## config.mk

```make
export PLATFORM = sky130hd
export DESIGN_NAME = cht_front
export DESIGN_NICKNAME = d
export VERILOG_FILES = /design/src/hw/rtl/cht_pkg.sv /design/src/hw/rtl/cht_front.sv
export SDC_FILE = /design/constraint.sdc
export NUM_CORES = 1
export LEC_CHECK = 0
export BUFFER_PORTS_ARGS = -buffer_cell sky130_fd_sc_hd__buf_2
export CELL_PAD_IN_SITES_DETAIL_PLACEMENT = 0
export CELL_PAD_IN_SITES_GLOBAL_PLACEMENT = 1
export CORE_MARGIN = 1
export CORE_UTILIZATION = 37
export CTS_CLUSTER_DIAMETER = 120
export DETAILED_ROUTE_END_ITERATION = 6
export GPL_TIMING_DRIVEN = 1
export PLACE_DENSITY_LB_ADDON = 0.1
export SYNTH_ARGS = -nofsm -noshare
export SYNTH_HDL_FRONTEND = slang
export SYNTH_SLANG_ARGS = --single-unit
```

## constraint.sdc

```tcl
create_clock -name clk -period 8.1 [get_ports clk]
set_input_delay 0.81 -clock clk [delete_from_list [all_inputs] [get_ports clk]]
set_output_delay 0.81 -clock clk [all_outputs]
set_load 0.05 [all_outputs]
```

## src/hw/rtl/cht_pkg.sv

```systemverilog
// ----------------------------------------------------------------------------
// cht_pkg: shared types and constants of the chained hash table
// Request, response and job formats, opcode and status codes, divider sizing.
// ----------------------------------------------------------------------------
package cht_pkg;

	localparam int MAX_BUCKETS_DEF      = 16;
	localparam int SLOTS_PER_BUCKET_DEF = 4;
	localparam int VALUE_BITS_DEF       = 64;

	localparam int KEY_W  = 31;
	localparam int VAL_W  = 64;
	localparam int BCNT_W = 5;

	localparam logic [1:0] OP_SET = 2'd0;
	localparam logic [1:0] OP_GET = 2'd1;
	localparam logic [1:0] OP_DEL = 2'd2;

	localparam logic [1:0] ST_OK        = 2'd0;
	localparam logic [1:0] ST_NOT_FOUND = 2'd1;
	localparam logic [1:0] ST_FULL      = 2'd2;

	localparam logic [BCNT_W-1:0] BCNT_RESET = 5'd16;

	localparam int QUEUE_DEPTH = 2;

	// key remainder is formed four key bits per cycle
	localparam int DIV_DIGIT = 4;
	localparam int DIV_STEPS = (KEY_W + DIV_DIGIT - 1) / DIV_DIGIT;
	localparam int DIV_PAD   = DIV_STEPS * DIV_DIGIT;

	typedef struct packed {
		logic [1:0]       opcode;
		logic [KEY_W-1:0] key;
		logic [VAL_W-1:0] value_in;
	} req_t;

	typedef struct packed {
		logic [1:0]       status;
		logic [VAL_W-1:0] value_out;
	} rsp_t;

	typedef struct packed {
		req_t              req;
		logic [BCNT_W-1:0] bucket;
	} job_t;

	typedef struct packed {
		logic valid;
		job_t job;
	} job_chan_t;

endpackage

```

## src/hw/rtl/cht_front.sv

```systemverilog
// ----------------------------------------------------------------------------
// cht_front: request intake and bucket selection
// Takes a request, reduces its key modulo the bucket count with a radix-16
// restoring remainder unit and hands the classified job to the queue.
// ----------------------------------------------------------------------------
module cht_front #(
	parameter int MAX_BUCKETS = cht_pkg::MAX_BUCKETS_DEF
) (
	input  logic                       clk,
	input  logic                       arst_n,
	input  logic                       accept,
	input  cht_pkg::req_t              req,
	input  logic [cht_pkg::BCNT_W-1:0] bucket_count,
	input  logic                       full,
	output cht_pkg::job_chan_t         push,
	output logic                       busy
);

	localparam int DIV_CAP = (MAX_BUCKETS < 31) ? MAX_BUCKETS : 31;
	localparam int STEP_W  = (cht_pkg::DIV_STEPS > 1) ? $clog2(cht_pkg::DIV_STEPS) : 1;

	typedef enum logic [1:0] {F_IDLE, F_DIV, F_PUSH} fstate_t;

	fstate_t                        state_q;
	logic [STEP_W-1:0]              step_q;
	logic [cht_pkg::DIV_PAD-1:0]    dividend_q;
	logic [cht_pkg::BCNT_W-1:0]     rem_q;
	logic [cht_pkg::BCNT_W-1:0]     div_q;
	cht_pkg::req_t                  req_q;

	logic [cht_pkg::BCNT_W-1:0]     divisor;
	logic [cht_pkg::BCNT_W:0]       trial;
	logic [cht_pkg::BCNT_W-1:0]     rem_next;

	// zero counts as one bucket, large counts saturate at the table size
	always_comb begin
		divisor = bucket_count;
		if (bucket_count == '0) begin
			divisor = cht_pkg::BCNT_W'(1);
		end else if (int'(bucket_count) > DIV_CAP) begin
			divisor = cht_pkg::BCNT_W'(DIV_CAP);
		end
	end

	always_comb begin
		rem_next = rem_q;
		trial    = '0;
		for (int i = 0; i < cht_pkg::DIV_DIGIT; i++) begin
			trial = {rem_next, dividend_q[cht_pkg::DIV_PAD-1-i]};
			if (trial >= {1'b0, div_q}) begin
				rem_next = cht_pkg::BCNT_W'(trial - {1'b0, div_q});
			end else begin
				rem_next = trial[cht_pkg::BCNT_W-1:0];
			end
		end
	end

	always_ff @(posedge clk or negedge arst_n) begin
		if (!arst_n) begin
			state_q    <= F_IDLE;
			step_q     <= '0;
			dividend_q <= '0;
			rem_q      <= '0;
			div_q      <= '0;
			req_q      <= '0;
		end else begin
			unique case (state_q)
				F_IDLE: begin
					if (accept) begin
						req_q      <= req;
						dividend_q <= cht_pkg::DIV_PAD'(req.key);
						rem_q      <= '0;
						div_q      <= divisor;
						step_q     <= '0;
						state_q    <= F_DIV;
					end
				end
				F_DIV: begin
					rem_q      <= rem_next;
					dividend_q <= dividend_q << cht_pkg::DIV_DIGIT;
					step_q     <= step_q + 1'b1;
					if (step_q == STEP_W'(cht_pkg::DIV_STEPS - 1)) begin
						state_q <= F_PUSH;
					end
				end
				F_PUSH: begin
					if (!full) begin
						state_q <= F_IDLE;
					end
				end
				default: begin
					state_q <= F_IDLE;
				end
			endcase
		end
	end

	assign push.valid      = (state_q == F_PUSH) && !full;
	assign push.job.req    = req_q;
	assign push.job.bucket = rem_q;
	assign busy            = (state_q != F_IDLE);

endmodule

```

==> results.tsv <==
metric	value	unit
Clock transition at path regs	0.06	ns
CP Launch Type	flop	
Top FF cell, synth	dfrtp_1	
RR Startpoint	div_q[1]	
max_cap viols	0	
Post-synth ARST share	1.00	
CTS Hold Bufs	0	
most common cell after layout, fill and taps aside	nand2_1	
Core Region	16800	um^2
Critical Path RT	8.40	ns
Post-synth EDFFs	0	
Gate Count Post-Synth	719	
count of different cell masters after synthesis	45	
Most common cell on crit path	inv_1	
Starting Density	0.384	
1st-pass router iterations	5	
Slew Viols, Final	0	
Crit path depth	28	
top-area cell type share of the netlist area	0.558	
CTS tree	built	
Synthesized Nets	851	
delay-heaviest family, CP	compound AO/OA/AOI/OAI gates	
Setup Total Neg Slack	0	ns
CTS root buf	clkbuf_16	
top cells by area, synth	dfrtp_1 (56%), nand2_1 (21%), ha_1 (4.3%)	
final setup fails	0	
DP Area	7700	um^2
most frequent cells in the layout	nand2_1 (366), buf_2 (208), dfrtp_1 (144)	
sequential share of the synthesized area	0.558	
NumNets Final	1051	
CTS Sinks	144	
status	finished clean	
Tmin final	7.16	ns
Synth-to-Final Area Change	28.5	%
Iteration-0 DRC Markers	239	
Hold Fails Final Rpt	0	
RSZ-0062 raised after global routing	false	
pre-CTS WS	0.984	ns
DIE WIDTH	134	um
Post-Layout Inst Area	8290	um^2
CTS resizes	0	
hpwl dp	12100	um
post-CTS setup repair buffer count	0	
R2R Setup Slk	0.94	ns
die area	18000	um^2
Total GRT Usage	0.207	
row count	47	
Clock Skew	0.00682	ns
post-route ant nets	0	
critical path peak fanout	9	
Port Buffers	209	
Setup crit start	div_q[1]	
Avg Inst Size Synth	8.97	um^2
FMAX	0.140	GHz
drt wl/cell	15.0	um
setup ws final	0.938	ns
final WL	17300	um
antenna violations before repair	1	
slowest CP cell	dfrtp_1	
Worst Reg2Reg Path Length in Cells	28	
H-tree levels	4	
CP peak stage delay	0.49	ns
Yosys reg bits	144	
vias in the first global route	5704	
Hold/Removal Path Class	in -> async	
largest net degree at the start of global routing	101	
Final GP Congestion	0.821	
Slew headroom	0.243	
Syn Std Cell Area	6450	um^2
non-filler cells, final	1152	
global-route wire length before repair	28700	um
layout cells sized above 1	0.276	
Bufs and invs on worst path	4	
synth warn	0	
Overflow after GRT	0	
# IOs	210	
Worst-Skew Late Latency	0.41	ns
DR vias	5438	
DP Cell Count	1120	
crit path capture type	flop	
Arrival @ worst endpoint	7.47	ns
via/cell ratio	4.72	
crit path kind	reg -> reg	
largest area contributor in the netlist	dfrtp_1	
Worst Tran Pin Value	1.13	ns
clock buffer depth	2	
Post-route DRC	0	
period utilization	0.884	
CTS Buf Count	17	
die height	134	um
[routing by layer]
layer / up-vias / wire length (um) / track usage / share of wire
met5: - / 0 / 0 / 0
met2: 156 / 8180 / 0.326 / 0.47
met4: 0 / 279 / 0.0780 / 0.016
met1: 2571 / 7550 / 0.259 / 0.44
met3: 20 / 1290 / 0.0748 / 0.075
li1: 2691 / - / - / -
[kinds of logic (layout without fill, tap and decap cells)]
family / after synthesis / after routing / share of synthesized area
simple gates: 426 / 426 / 0.263
flops: 144 / 144 / 0.558
compound gates: 52 / 52 / 0.0609
buf+inv: 49 / 261 / 0.0297
fa+ha+maj: 26 / 26 / 0.0551
xor+xnor: 12 / 12 / 0.0163
mux: 10 / 10 / 0.0169
other cells: 0 / 1 / 0
[Yosys cell counts, drive strengths merged (5+ instances only)]
master and count:
xnor2 9, inv 18, nand3b 5, a21oi 11, nand2 367, dfrtp 144
ha 22, nor2 13, clkbuf 30, a21o 5, nand3 25, mux2i 6
o21ai 13
[registers in the layout, indices dropped and copies added (netlist names)]
| signal | cells |
|---|---|
| push | 97 |
| dividend_q | 32 |
| div_q | 5 |
| rem_q | 5 |
| step_q | 3 |
| state_q | 2 |
[area by class of cell]
class / instances / area (um^2)
fill: 1721 / 8530
sequential: 144 / 3600
multi-input combinational: 526 / 2680
timing repair buffer: 212 / 1070
clock buffer: 19 / 453
tap: 220 / 275
clock inverter: 12 / 135
inverter: 18 / 67.6
antenna: 1 / 2.50
[worst paths after layout]
path,end
max,rem_q[4]
min in group clk,dividend_q[27]
max reg2reg,rem_q[4]
min,push[79]
max in group asynchronous,dividend_q[30]
min reg2reg,dividend_q[27]
[stage by stage]
stage	hold WS [ns]	util
after floorplan	0.439	-
after global placement	0.453	0.458
after detailed placement	0.457	0.458
after CTS	0.402	0.493
after global routing	0.415	0.493
final	0.378	0.493
Power is left out: the tool's default activity adds up to more than one toggle a clock period on the data nets, which glitch-free logic cannot reach.
