## src/hw/rtl/cht_pkg.sv

```systemverilog
// ----------------------------------------------------------------------------
// cht_pkg: shared types and constants of the chained hash table
// Request, response and job formats, opcode and status codes, divider sizing.
// ----------------------------------------------------------------------------
package cht_pkg;

	localparam int MAX_BUCKETS_DEF      = 16;
	localparam int SLOTS_PER_BUCKET_DEF = 4;
	localparam int VALUE_BITS_DEF       = 64;

	localparam int KEY_W  = 31;
	localparam int VAL_W  = 64;
	localparam int BCNT_W = 5;

	localparam logic [1:0] OP_SET = 2'd0;
	localparam logic [1:0] OP_GET = 2'd1;
	localparam logic [1:0] OP_DEL = 2'd2;

	localparam logic [1:0] ST_OK        = 2'd0;
	localparam logic [1:0] ST_NOT_FOUND = 2'd1;
	localparam logic [1:0] ST_FULL      = 2'd2;

	localparam logic [BCNT_W-1:0] BCNT_RESET = 5'd16;

	localparam int QUEUE_DEPTH = 2;

	// key remainder is formed four key bits per cycle
	localparam int DIV_DIGIT = 4;
	localparam int DIV_STEPS = (KEY_W + DIV_DIGIT - 1) / DIV_DIGIT;
	localparam int DIV_PAD   = DIV_STEPS * DIV_DIGIT;

	typedef struct packed {
		logic [1:0]       opcode;
		logic [KEY_W-1:0] key;
		logic [VAL_W-1:0] value_in;
	} req_t;

	typedef struct packed {
		logic [1:0]       status;
		logic [VAL_W-1:0] value_out;
	} rsp_t;

	typedef struct packed {
		req_t              req;
		logic [BCNT_W-1:0] bucket;
	} job_t;

	typedef struct packed {
		logic valid;
		job_t job;
	} job_chan_t;

endpackage

```

## src/hw/rtl/cht_queue.sv

```systemverilog
// ----------------------------------------------------------------------------
// cht_queue: job queue between front and back
// Small first-in first-out buffer so either side can stall on its own.
// ----------------------------------------------------------------------------
module cht_queue (
	input  logic               clk,
	input  logic               arst_n,
	input  cht_pkg::job_chan_t push,
	output logic               full,
	input  logic               pop,
	output cht_pkg::job_chan_t head
);

	localparam int DEPTH = cht_pkg::QUEUE_DEPTH;
	localparam int PTR_W = (DEPTH > 1) ? $clog2(DEPTH) : 1;
	localparam int CNT_W = $clog2(DEPTH + 1);

	cht_pkg::job_t     entry_q [DEPTH];
	logic [PTR_W-1:0]  wr_ptr_q;
	logic [PTR_W-1:0]  rd_ptr_q;
	logic [CNT_W-1:0]  count_q;
	logic              do_push;
	logic              do_pop;

	assign full    = (count_q == CNT_W'(DEPTH));
	assign do_push = push.valid && !full;
	assign do_pop  = pop && (count_q != '0);

	always_ff @(posedge clk) begin
		if (do_push) begin
			entry_q[wr_ptr_q] <= push.job;
		end
	end

	always_ff @(posedge clk or negedge arst_n) begin
		if (!arst_n) begin
			wr_ptr_q <= '0;
			rd_ptr_q <= '0;
			count_q  <= '0;
		end else begin
			if (do_push) begin
				wr_ptr_q <= (wr_ptr_q == PTR_W'(DEPTH - 1)) ? '0 : wr_ptr_q + 1'b1;
			end
			if (do_pop) begin
				rd_ptr_q <= (rd_ptr_q == PTR_W'(DEPTH - 1)) ? '0 : rd_ptr_q + 1'b1;
			end
			if (do_push && !do_pop) begin
				count_q <= count_q + 1'b1;
			end else if (do_pop && !do_push) begin
				count_q <= count_q - 1'b1;
			end
		end
	end

	assign head.valid = (count_q != '0);
	assign head.job   = entry_q[rd_ptr_q];

endmodule

```

## config.mk

```make
export PLATFORM = sky130hd
export DESIGN_NAME = cht_queue
export DESIGN_NICKNAME = d
export VERILOG_FILES = /design/src/hw/rtl/cht_pkg.sv /design/src/hw/rtl/cht_queue.sv
export SDC_FILE = /design/constraint.sdc
export NUM_CORES = 1
export LEC_CHECK = 0
export ABC_AREA = 1
export BUFFER_PORTS_ARGS = -buffer_cell sky130_fd_sc_hd__buf_2
export CORE_UTILIZATION = 35
export CTS_CLUSTER_SIZE = 14
export DETAILED_ROUTE_END_ITERATION = 10
export GPL_ROUTABILITY_DRIVEN = 0
export SLEW_MARGIN = 10
export SYNTH_ARGS = -nofsm -noshare
export SYNTH_HDL_FRONTEND = slang
export SYNTH_SLANG_ARGS = --single-unit
```

## constraint.sdc

```tcl
create_clock -name clk -period 9.4 [get_ports clk]
set_clock_uncertainty 0.05 [all_clocks]
set_input_delay 1.88 -clock clk [delete_from_list [all_inputs] [get_ports clk]]
set_output_delay 1.88 -clock clk [all_outputs]
set_load 0.03 [all_outputs]
```

==> results by group, run 1 <==
Layout
  – Antenna diode count: 0
  – FILL cells: 1928
  – Nets: 887
  – Register area: 6230 um^2
  – Area of the multi-input gates: 1250 um^2
  – Layout Area Growth over Synthesis: 25.8%
  – Layout cell share with drive strength beyond 1: 0.315

Worst setup path
  – CP Class: reg2out
  – Worst path cell trace: clkinv_2 > buf_4 > nand2_1 > nand2_1 > buf_2
  – Crit path top cell by count: nand2_1
  – Worst path slowest cell: dfrtp_4
  – Setup crit end kind: output port
  – CP required: 7.47 ns
  – Crit path max fanout: 54
  – CP Data Arrival Time: 3.05 ns
  – Crit start category: flip-flop
  – CP max stage delay: 0.79 ns

Min path
  – Hold Path Class: reg2reg

Route
  – Routed WL: 15.1 mm
  – Routed WL per cell: 14.2 um
  – Vias/cell: 4.29
  – 1st-iter DRT viols: 181
  – DR vias: 4585
  – Pre-antenna DRT Iters: 4
  – Post-DRT Antenna Nets: 0
  – Drc violations: 0

STA
  – Final worst setup slack: 4.42 ns
  – Fin. Hold Viols: 0
  – Min cycle time layout: 4.98 ns
  – Final setup viols: 0
  – Max-slew violation count: 0
  – Period utilization: 0.530
  – Worst Tran Pin Value: 0.858 ns
  – Max Clk Rate: 201 MHz
  – Max-slew headroom: 0.428
  – Setup TNS: 0 ns
  – Unrepaired setup endpoints after global routing: false

Clock tree
  – Post-CTS sizing: 0
  – CTS Buffer Depth: 3
  – Cts bufs inserted: 22
  – Clock Latency Late Sink: 0.49 ns
  – Setup bufs post-CTS: 0
  – CTS tree: done
  – CTS root buf: clkbuf_16
  – Post-cts hold buffer count: 0
  – CTS clock-pin slew for the worst setup and hold paths: 0.06 ns
  – CTS sink cnt: 208
  – # H-tree levels: 1

Power
  – VDD IR-drop max: 0.195 mV
  – Pleak: 4.15 nW
  – Pwr per Cell Area: 356 nW/um^2

Synth
  – Most common cell in the netlist: nand2_1
  – Unique masters post-synth: 14
  – Syn_area_per_cell: 13.6 um^2
  – Syn nets: 672
  – Mapped Area: 7680 um^2
  – Post-synth ARST share: 0.0192
  – Largest cells by area after synthesis: edfxtp_1 (80%), nand2_1 (15%), dfrtp_1 (1.3%)
  – Seq/Total Area, Yosys: 0.810
  – Top-area cell type share of the netlist area: 0.797
  – #FFs+latches synth: 208
  – YS warnings: 0
  – Cells after synthesis: 565
  – EDFF count, synth: 204
  – Area leader, netlist: edfxtp_1
  – Synth Flop Type: edfxtp_1
  – Synth top cells by count: nand2_1 (317), edfxtp_1 (204), buf_4 (8), buf_6 (8)

GRT
  – Vias in the first global route: 4452
  – All-Layer GR Usage: 0.132
  – Global-route wire length before repair: 22.7 mm
  – GRT overflow: 0
  – Initial antenna violation count: 1
  – Largest net degree at the start of global routing: 62

Die
  – Die width: 150 um
  – Initial core utilization: 0.361
  – Num ports: 210
  – Row cnt: 53
  – Core Area: 21300 um^2
  – Die area: 22600 um^2
  – Die height: 150 um

Placement
  – Setup WS pre-CTS: 4.83 ns
  – HPWL after detailed placement: 9.35 mm
  – Buffers on Ports: 209

Flow run
  – Max-cap violations: 0

Status
  – Status: complete, no violations
-- registers in the layout (all words and copies together) (netlist names) --
name / cells
entry_q: 204
count_q: 2
rd_ptr_q: 1
wr_ptr_q: 1
-- power breakdown --
group | internal [W] | total, W | leakage, nW | switching (W)
sequential | 0.00127 | 0.00134 | 1.95 | 0.0000762
clock | 0.000523 | 0.000850 | 0.345 | 0.000327
combinational | 0.000294 | 0.00125 | 1.86 | 0.000954
total | 0.00208 | 0.00344 | 4.15 | 0.00136
-- layout make-up --
class / instances / share of cell area
Tap cell: 275 / 0.0356
Inverter: 8 / 0.00349
Multi-Input combinational cell: 326 / 0.129
Clock inverter: 8 / 0.00983
Timing Repair Buffer: 214 / 0.112
Sequential cell: 208 / 0.644
Clock buffer: 30 / 0.0653
-- path summary, 6_finish.rpt --
kind                                         from                  endpoint  slack [ns]  depth (start not counted)
setup / recovery             rd_ptr_q$_DFFE_PN0P_                  head[18]        4.42                          5
hold / removal             count_q[1]$_DFFE_PN0P_    count_q[1]$_DFFE_PN0P_        0.44                          2
setup reg to reg           count_q[1]$_DFFE_PN0P_  entry_q[0][11]$_DFFE_PP_        6.88                          6
hold reg to reg            count_q[1]$_DFFE_PN0P_    count_q[1]$_DFFE_PN0P_        0.44                          2
max in group asynchronous                  arst_n      rd_ptr_q$_DFFE_PN0P_        8.03                          1
min in group asynchronous                  arst_n      wr_ptr_q$_DFFE_PN0P_        1.13                          1
-- critical path: cells and delay by family, from the launching register on --
family                 cells  cell delay [ns]
buffers and inverters      3             1.50
flip-flops                 1             0.79
AND/OR/NAND/NOR            2             0.20
-- logic make-up (layout without fill, tap and decap cells) --
logic type	after synthesis	in the layout	share of synthesized area
compound gates	1	1	0.000651
xor+xnor	1	1	0.00114
fa+ha+maj	1	1	0.00163
buf+inv	31	260	0.0280
flops	208	208	0.810
simple gates	323	323	0.158
-- layout by cell type, fill, tap and decap left out, drive strengths merged --
master	netlist	final
clkinvlp	0	3
nor2	3	3
bufinv	0	2
clkinv	0	4
nand3	2	2
buf	23	214
xnor2	1	1
inv	8	7
ha	1	1
o21ai	1	1
edfxtp	204	204
clkbuf	0	30
nand2	317	317
nand4	1	1
dfrtp	4	4
-- per-stage QoR --
stage / instance area [um^2] / cells / total power, W / utilization / hold WS, ns
2_1_floorplan: 7680 / 565 / 0.00230 / - / 0.392
3_3_place_gp: 8940 / 1031 / 0.00263 / 0.420 / 0.412
3_5_place_dp: 8940 / 1031 / 0.00264 / 0.420 / 0.422
4_1_cts: 9670 / 1069 / 0.00350 / 0.454 / 0.437
5_1_grt: 9670 / 1069 / 0.00364 / 0.454 / 0.460
6_report: 9670 / 1069 / 0.00344 / 0.454 / 0.436
-- metal layers --
metal / vias up / global-route usage / routed length [um]
li1: 2323 / - / -
met1: 2081 / 0.156 / 6200
met2: 152 / 0.226 / 7400
met3: 27 / 0.0436 / 1240
met4: 2 / 0.0404 / 282
met5: - / 0 / 13
Power figures use the tool's default switching activity.
==> run 2, diff against run 1 <==
==> constraint.sdc (replaced) <==
create_clock -name clk -period 5.15 [get_ports clk]
set_clock_uncertainty 0.05 [all_clocks]
set_input_delay 1.03 -clock clk [delete_from_list [all_inputs] [get_ports clk]]
set_output_delay 1.03 -clock clk [all_outputs]
set_load 0.03 [all_outputs]
==> run 2 against run 1 <==
  * Setup slack worse by 2.8 ns
  * Combinational power grew 82%
  * Register-to-register slack got worse by 4.1 ns
  * Worst hold slack lost 0.15 ns
  * Power rose by 86%
  * Final cell count is 0.28% higher
  * Critical endpoint is now head[54]
  * Highest routed layer unchanged
==> results by group, run 2 (synthesis gave the netlist of run 1 again) <==
GRT
  – Vias in the first global route: 4571 (+2.7%)
  – Largest net degree at the start of global routing: 67 (+8.1%)
  – All-Layer GR Usage: 0.138 (+0.00627)
  – GRT overflow: 0 (unchanged)
  – Global-route wire length before repair: 23.7 mm (+4.2%)
  – Initial antenna violation count: 1 (unchanged)

Power
  – VDD IR-drop max: 0.414 mV (+110%)
  – Pleak: 4.18 nW (+0.78%)
  – Pwr per Cell Area: 656 nW/um^2 (+84%)

Worst setup path
  – Worst path cell trace: clkinv_2 > buf_4 > nand2_1 > nand2_1 > buf_2
  – CP max stage delay: 0.75 ns (-0.04 ns)
  – Crit path max fanout: 66 (+22%)
  – Crit path from: rd_ptr_q$_DFFE_PN0P_
  – Crit start category: flip-flop
  – Critical path capture point: head[54]
  – Worst R2R Start: count_q[1]$_DFFE_PN0P_
  – Register-to-register setup slack: 2.81 ns (-4.07 ns)
  – Setup crit end kind: output port
  – CP Depth: 5 (unchanged)
  – Crit path top cell by count: nand2_1
  – Worst path slowest cell: dfrtp_4
  – Critical R2R Capture: entry_q[1][20]$_DFFE_PP_
  – CP required: 4.07 ns (-3.40 ns)
  – Crit path max-delay family: buffers and inverters
  – Worst reg2reg path depth: 4 (-2)
  – CP Class: reg2out
  – CP Data Arrival Time: 2.45 ns (-0.60 ns)
  – Bufs and invs on worst path: 3 (unchanged)

Die
  – Die width: 150 um (unchanged)
  – Row cnt: 53 (unchanged)
  – Num ports: 210 (unchanged)
  – Core Area: 21300 um^2 (unchanged)
  – Die area: 22600 um^2 (unchanged)
  – Die height: 150 um (unchanged)
  – Initial core utilization: 0.361 (unchanged)

STA
  – Min cycle time layout: 3.53 ns
  – Final worst setup slack: 1.62 ns (-2.80 ns)
  – Unrepaired setup endpoints after global routing: false
  – Setup TNS: 0 ns (unchanged)
  – Worst Tran Pin Value: 0.962 ns (+0.104 ns)
  – Final setup viols: 0 (unchanged)
  – Max Clk Rate: 283 MHz
  – Fin. Hold Viols: 0 (unchanged)
  – Max-slew headroom: 0.357 (-0.0706)
  – Max-slew violation count: 0 (unchanged)
  – WHS: 0.281 ns (-0.155 ns)
  – Period utilization: 0.686

Route
  – DR vias: 4718 (+2.9%)
  – Routed WL: 15.8 mm (+4.1%)
  – Vias/cell: 4.40 (+2.6%)
  – Routed WL per cell: 14.7 um (+3.8%)
  – Pre-antenna DRT Iters: 4 (unchanged)
  – Drc violations: 0 (unchanged)
  – Post-DRT Antenna Nets: 0 (unchanged)
  – 1st-iter DRT viols: 253 (+40%)

Clock tree
  – # H-tree levels: 1 (unchanged)
  – CTS clock-pin slew for the worst setup and hold paths: 0.06 ns (about the same)
  – Post-CTS sizing: 0 (unchanged)
  – Clock Latency Late Sink: 0.49 ns (about the same)
  – CTS root buf: clkbuf_16
  – CTS sink cnt: 208 (unchanged)
  – CTS tree: done
  – Cts bufs inserted: 22 (unchanged)
  – Post-cts hold buffer count: 0 (unchanged)
  – Setup bufs post-CTS: 0 (unchanged)
  – CTS Buffer Depth: 3 (unchanged)

Layout
  – Reg with most FFs: entry_q
  – Number of flip-flops in the largest register: 204 (unchanged)
  – Area of the multi-input gates: 1250 um^2 (unchanged)
  – Commonest non-fill, non-tap cell in the layout: nand2_1
  – Util after Layout: 0.457 (+0.00276)
  – Most frequent cells in the layout: nand2_1 (317), buf_2 (209), edfxtp_1 (204)
  – Nets: 889 (+0.23%)
  – Final Cell Area: 9730 um^2 (+0.61%)
  – FILL cells: 1936 (+0.41%)
  – Layout Area Growth over Synthesis: 26.6%
  – Largest regs: entry_q (204), count_q (2)
  – Register area: 6230 um^2 (unchanged)
  – Layout cell share with drive strength beyond 1: 0.313 (-0.00205)

Placement
  – Setup WS pre-CTS: 2.09 ns (-2.74 ns)
  – HPWL after detailed placement: 9.90 mm (+5.8%)
  – Buffers on Ports: 209 (unchanged)
  – Placed Area: 8970 um^2 (+0.31%)

Flow run
  – Max-cap violations: 0 (unchanged)

Min path
  – Hold Path Class: in2async

Status
  – Status: complete, no violations
## run 2: cell types whose count changed in the layout (fill, tap and decap cells not counted)
cell        previous run  this run
buf_4                  5         6
clkinvlp_4             3         0
diode_2                0         1
clkbuf_8               3         0
bufinv_16              2         5
clkbuf_1               4         5
clkinv_1               2         4
buf_12                 0         1
clkbuf_16             23        22
clkinv_8               0         1
## run 2: how the worst min path moves through the flow
stage | startpoint | to | slack, ns
2_1_floorplan | count_q[1]$_DFFE_PN0P_ | count_q[1]$_DFFE_PN0P_ | 0.39
3_3_place_gp | count_q[1]$_DFFE_PN0P_ | count_q[1]$_DFFE_PN0P_ | 0.41
3_5_place_dp | count_q[1]$_DFFE_PN0P_ | count_q[1]$_DFFE_PN0P_ | 0.42
4_1_cts | arst_n | rd_ptr_q$_DFFE_PN0P_ | 0.26
5_1_grt | arst_n | rd_ptr_q$_DFFE_PN0P_ | 0.26
6_report | arst_n | wr_ptr_q$_DFFE_PN0P_ | 0.28
## run 2: metrics by stage
stage	std cells	total power [W]
floorplan	565	0.00418
global placement	1033	0.00482
detailed placement	1033	0.00484
CTS	1071	0.00649
global route	1071	0.00677
finish	1072	0.00638
## run 2: power breakdown
| part | switching (W) | leakage, nW | total [W] | internal [W] |
|---|---|---|---|---|
| Sequential | 0.000165 | 1.95 | 0.00247 | 0.00231 |
| Combinational | 0.00172 | 1.87 | 0.00227 | 0.000551 |
| Clock | 0.000611 | 0.365 | 0.00164 | 0.00103 |
| Total | 0.00249 | 4.18 | 0.00638 | 0.00389 |
## run 2: metal layers
| layer | global-route usage | wire length [um] |
|---|---|---|
| met1 | 0.164 | 6180 |
| met2 | 0.234 | 7760 |
| met4 | 0.0409 | 296 |
| met3 | 0.0506 | 1510 |
| met5 | 0 | 11 |
## run 2: cell type report
type	instances	area share
sequential	208	0.640
tap	275	0.0354
antenna	1	0.000257
timing repair buffer	216	0.114
multi-input combinational	326	0.129
clock buffer	27	0.0585
clock inverter	11	0.0192
inverter	8	0.00347
